==> config.mk <==
export PLATFORM = sky130hd
export DESIGN_NAME = rbsi_merge
export DESIGN_NICKNAME = d
export VERILOG_FILES = /design/src/hdl/rbsi_pkg.sv /design/src/hdl/rbsi_merge.sv
export SDC_FILE = /design/constraint.sdc
export NUM_CORES = 1
export LEC_CHECK = 0
export BUFFER_PORTS_ARGS = -buffer_cell sky130_fd_sc_hd__buf_2
export CAP_MARGIN = 10
export CORE_MARGIN = 2
export CORE_UTILIZATION = 40
export DETAILED_ROUTE_END_ITERATION = 8
export HOLD_SLACK_MARGIN = 0.1
export PLACE_DENSITY_LB_ADDON = 0.25
export SLEW_MARGIN = 25
export SYNTH_ARGS = -nofsm -noshare
export SYNTH_HDL_FRONTEND = slang
export SYNTH_SLANG_ARGS = --single-unit
==> constraint.sdc <==
create_clock -name clk -period 5.95 [get_ports clk]
set_clock_uncertainty 0.1 [all_clocks]
set_input_delay 1.19 -clock clk [delete_from_list [all_inputs] [get_ports clk]]
set_output_delay 1.19 -clock clk [all_outputs]
set_load 0.01 [all_outputs]
==> src/hdl/rbsi_pkg.sv <==
// ============================================================================
// rbsi_pkg
// Types and constants shared by the ray/box slab test modules.
// ============================================================================
package rbsi_pkg;

	// Q16.16 signed fixed point
	localparam int COORD_WIDTH = 32;
	localparam int FRAC_BITS   = 16;
	localparam int DIFF_WIDTH  = COORD_WIDTH + 1;
	localparam int PROD_WIDTH  = DIFF_WIDTH + COORD_WIDTH;
	localparam int NUM_AXES    = 3;
	// start accepted to done strobe, in cycles
	localparam int LATENCY     = 6;

	typedef logic signed [COORD_WIDTH-1:0] coord_t;
	typedef logic signed [DIFF_WIDTH-1:0]  diff_t;
	typedef logic signed [PROD_WIDTH-1:0]  prod_t;

	localparam prod_t PROD_COORD_MAX = prod_t'({1'b0, {(COORD_WIDTH-1){1'b1}}});
	localparam prod_t PROD_COORD_MIN = -PROD_COORD_MAX - prod_t'(1);
	localparam prod_t PROD_FRAC_BIAS = prod_t'({FRAC_BITS{1'b1}});

	typedef logic [2:0] cfg_idx_t;

	typedef enum logic [2:0] {
		REG_BOX_MIN_X = 3'd0,
		REG_BOX_MIN_Y = 3'd1,
		REG_BOX_MIN_Z = 3'd2,
		REG_BOX_MAX_X = 3'd3,
		REG_BOX_MAX_Y = 3'd4,
		REG_BOX_MAX_Z = 3'd5
	} cfg_reg_t;

	typedef struct packed {
		coord_t origin_x;
		coord_t origin_y;
		coord_t origin_z;
		coord_t inv_dir_x;
		coord_t inv_dir_y;
		coord_t inv_dir_z;
		coord_t t_start;
		coord_t t_end;
	} ray_t;

	typedef struct packed {
		logic   hit;
		coord_t t_enter;
		coord_t t_exit;
	} result_t;

	// ordered slab distances of one axis
	typedef struct packed {
		coord_t t_near;
		coord_t t_far;
	} slab_t;

	// ray distance interval carried alongside the lanes
	typedef struct packed {
		coord_t t_start;
		coord_t t_end;
	} span_t;

endpackage

==> src/hdl/rbsi_merge.sv <==
// ============================================================================
// rbsi_merge
// Narrow the ray interval over all axes and form the result word.
// ============================================================================
module rbsi_merge (
	input  logic              clk,
	input  logic              arst_n,
	input  logic              valid,
	input  rbsi_pkg::span_t   span,
	input  rbsi_pkg::slab_t   slabs [rbsi_pkg::NUM_AXES],
	output logic              done,
	output rbsi_pkg::result_t result
);
	import rbsi_pkg::*;

	coord_t  t0_c, t1_c;
	coord_t  t0_s5, t1_s5;
	logic    valid_s5;
	logic    done_q;
	result_t result_q;

	always_comb begin
		t0_c = span.t_start;
		t1_c = span.t_end;
		for (int a = 0; a < NUM_AXES; a++) begin
			if (slabs[a].t_near > t0_c)
				t0_c = slabs[a].t_near;
			if (slabs[a].t_far < t1_c)
				t1_c = slabs[a].t_far;
		end
	end

	always_ff @(posedge clk or negedge arst_n) begin
		if (!arst_n) begin
			valid_s5 <= 1'b0;
			done_q   <= 1'b0;
		end else begin
			valid_s5 <= valid;
			done_q   <= valid_s5;
		end
	end

	always_ff @(posedge clk) begin
		t0_s5 <= t0_c;
		t1_s5 <= t1_c;
		// empty interval: zero the word
		if (t0_s5 > t1_s5) begin
			result_q <= '0;
		end else begin
			result_q.hit     <= 1'b1;
			result_q.t_enter <= t0_s5;
			result_q.t_exit  <= t1_s5;
		end
	end

	assign done   = done_q;
	assign result = result_q;

endmodule

==> run metrics <==
status complete, but fails checks; violated checks negative setup slack; Setup crit start kind input pin; Crit path arrival time 8380 ps; syn_nets 1892; nets@finish ~2500; RSZ-0062 raised after global routing yes; mapped cell area 11490 um^2; number of remaining DRC errors 0; hold-critical path depth 0; Unique masters post-synth 65; CTS root buf clkbuf_16; DR WL/cell 20.02 um; Detail Route Antenna Nets 0; worst reg2reg setup slack 2250 ps; EDFF count, synth 0; vias in the first global route 13940; Adder-Cell Fraction of Synth Area 23.85%; synthesized flop and latch total 131; Post-Syn Instances 1414; largest family of logic cells by synthesized area adder cells; Area after DPL 16170 um^2; leakage 9.578 nW; Die H approximately 170 um; cell row count 62; Post-synth top flop dfxtp_1; fillers about 2200; worst hold path type reg2reg; pin count of the biggest net entering global routing 66; Peak VDD IR 0.3864 mV; # IOs between 300 and 400; maximum clock frequency 122.1 MHz; total gr overflow 0; Bufs and invs on worst path 9; Post-Synth XOR/XNOR Area 0.1525%; Critical Path RT a little over 6000 ps; GRT Total Usage 30.94%; crit end category flip-flop; first-pass GRT wire length between 70 and 80 mm; Clock Path Buffers 2; chip width 173.5 um; max-cap viol count 0; CTS H-tree depth 4; CTS tree built; via count around 14000; largest cells by area after synthesis ha_1 24%, dfxtp_1 22%, mux2i_1 7.9%; Hold EP done; Slowest-stage cell, CP nor4_4; simple-gate share of the synthesized area 17.36%; post-synthesis sequential area ratio 22.92%; antenna violations before repair 8; Final setup viols 64; crit-path max cell delay 380 ps; Layout Cells excl Fill 2474; worst slack at placement -2795 ps; CTS buffer count 17; post-route cell area 19890 um^2; commonest non-fill, non-tap cells in the layout 321 x buf_4, 296 x buf_2, 167 x ha_1, 140 x inv_1, 129 x dfxtp_1; clk_lat worst skew 420 ps; die area 30090 um^2; share of cells above drive strength 1 about half; reg-to-reg critical path startpoint t0_s5[9]; Initial DRC Count ~800; drt via density between 5 and 6; core footprint 28470 um^2; Worst-path clk slew 60 ps; Placer Congestion 0.9377; drt total wl ~50 mm; Synth Area in Compound Gates 19.68%; Tot Pwr roughly 7.4 mW; Final Hold Fails 0; Syn Area/Cell 8.124 um^2; synth-to-layout area growth 73.15%; drt pass-1 iters 5; I/O Buffers 324; Ys Warns 0; RR Endpoint result[42]; Final Max Slew Viols 0; cell area power density 370.8 nW/um^2; Async SR Flop Fraction under 10%; # clock sinks 131; post-synthesis mux area share 8.027%; fin crit share 137.6%; Inst Count DP 2354; area share of the largest cell type after synthesis 23.85%; worst r2r path cells 12; cts-stage hold buffer count 0; hold_sp valid_s5; Yosys top cell by area ha_1; Initial Util 40.35%; Worst slew margin 52.04%; Critical Path Fanout Max 13; Least-Margin Pin Slew 719.4 ps; critical path's top delay family compound AO/OA/AOI/OAI gates; Final Critical Period 8187 ps; commonest non-fill, non-tap cell in the layout buf_4; dpl hpwl 35.90 mm; critical path class in2reg; cell mode on critical path a21o_1; final setup margin -2237 ps
## repair_timing
item | CTS | global route
buffers inserted | 66 | 15
pin swaps | 44 | 71
gates cloned | 12 | 3
endpoints found under the setup margin | 64 | 64
gates resized for setup | 315 | 139
## cell usage after synthesis (3+ instances only)
library cell,n
and3_1,3
nand2b_1,14
buf_2,3
nand4_1,39
buf_1,3
dfxtp_1,129
o211a_1,3
o21ai_0,60
or3_1,3
o221ai_1,3
nor2b_1,6
o21a_1,15
nor3_1,109
a21o_1,49
clkbuf_1,51
a2111oi_0,35
o21ai_1,7
a31oi_1,5
a211oi_1,12
or2_2,3
ha_1,219
nor4_1,5
nor2_1,62
buf_6,6
nand3_1,10
or4_1,5
o22ai_1,33
mux2i_1,91
o211ai_1,10
inv_1,167
a21oi_1,83
nor3b_1,32
nand2_1,100
## area by class of cell
type	instances	area [um^2]	share of cell area, %
Timing Repair Buffer	701	5200	26.14
Clock buffer	19	452.9	2.277
Multi-Input combinational cell	1052	10320	51.86
Tap cell	384	480.5	2.416
Inverter	167	668.1	3.359
Antenna cell	7	17.52	0.08807
Clock inverter	13	122.6	0.6165
Sequential cell	131	2633	13.24
## report_power, final
part           switching (mW)  internal (mW)
clock                   0.427          0.603
combinational            2.52           2.29
sequential              0.221           1.31
## sequential cells by signal (all words and copies together) (netlist names)
name      flops
done          1
result       65
t0_s5        32
valid_s5      1
t1_s5        32
## how the worst max path moves through the flow
stage | start | end | slack, ps | cells past startpoint
floorplan | span[35] | t0_s5[15] | -1820 | 33
finish | span[61] | t0_s5[24] | -2240 | 39
CTS | span[49] | t0_s5[9] | -1830 | 36
detailed placement | span[51] | t0_s5[13] | -2800 | 32
global placement | span[51] | t0_s5[13] | -2620 | 32
global route | span[61] | t0_s5[24] | -2450 | 39
## per-stage QoR
step | hold slack, ps | setup TNS, ps | utilization, %
after floorplan | 231.2 | -82690 | -
after global placement | 243.7 | -133820 | 56.80
after detailed placement | 243.4 | -137680 | 56.80
after CTS | 257.0 | -88790 | 66.71
after global routing | 266.2 | -118550 | 69.83
final | 253.9 | -106020 | 69.86
## routing by layer
metal  track usage (%)  part of all wire, %  vias to the layer above
met4             15.29                  5.3                        4
met2             56.33                   50                      589
met5                 0                0.055                        -
met1             33.95                   37                     6483
met3             6.601                  7.0                      169
li1                  -                    -                     6509
## logic make-up after synthesis
group,after synthesis
buffers and inverters,231
XOR/XNOR,2
multiplexers,92
adder cells (fa/ha/maj),219
flip-flops,131
AO/OA/AOI/OAI,342
AND/OR/NAND/NOR,397
Note: power is estimated with default switching activity, not from simulation.
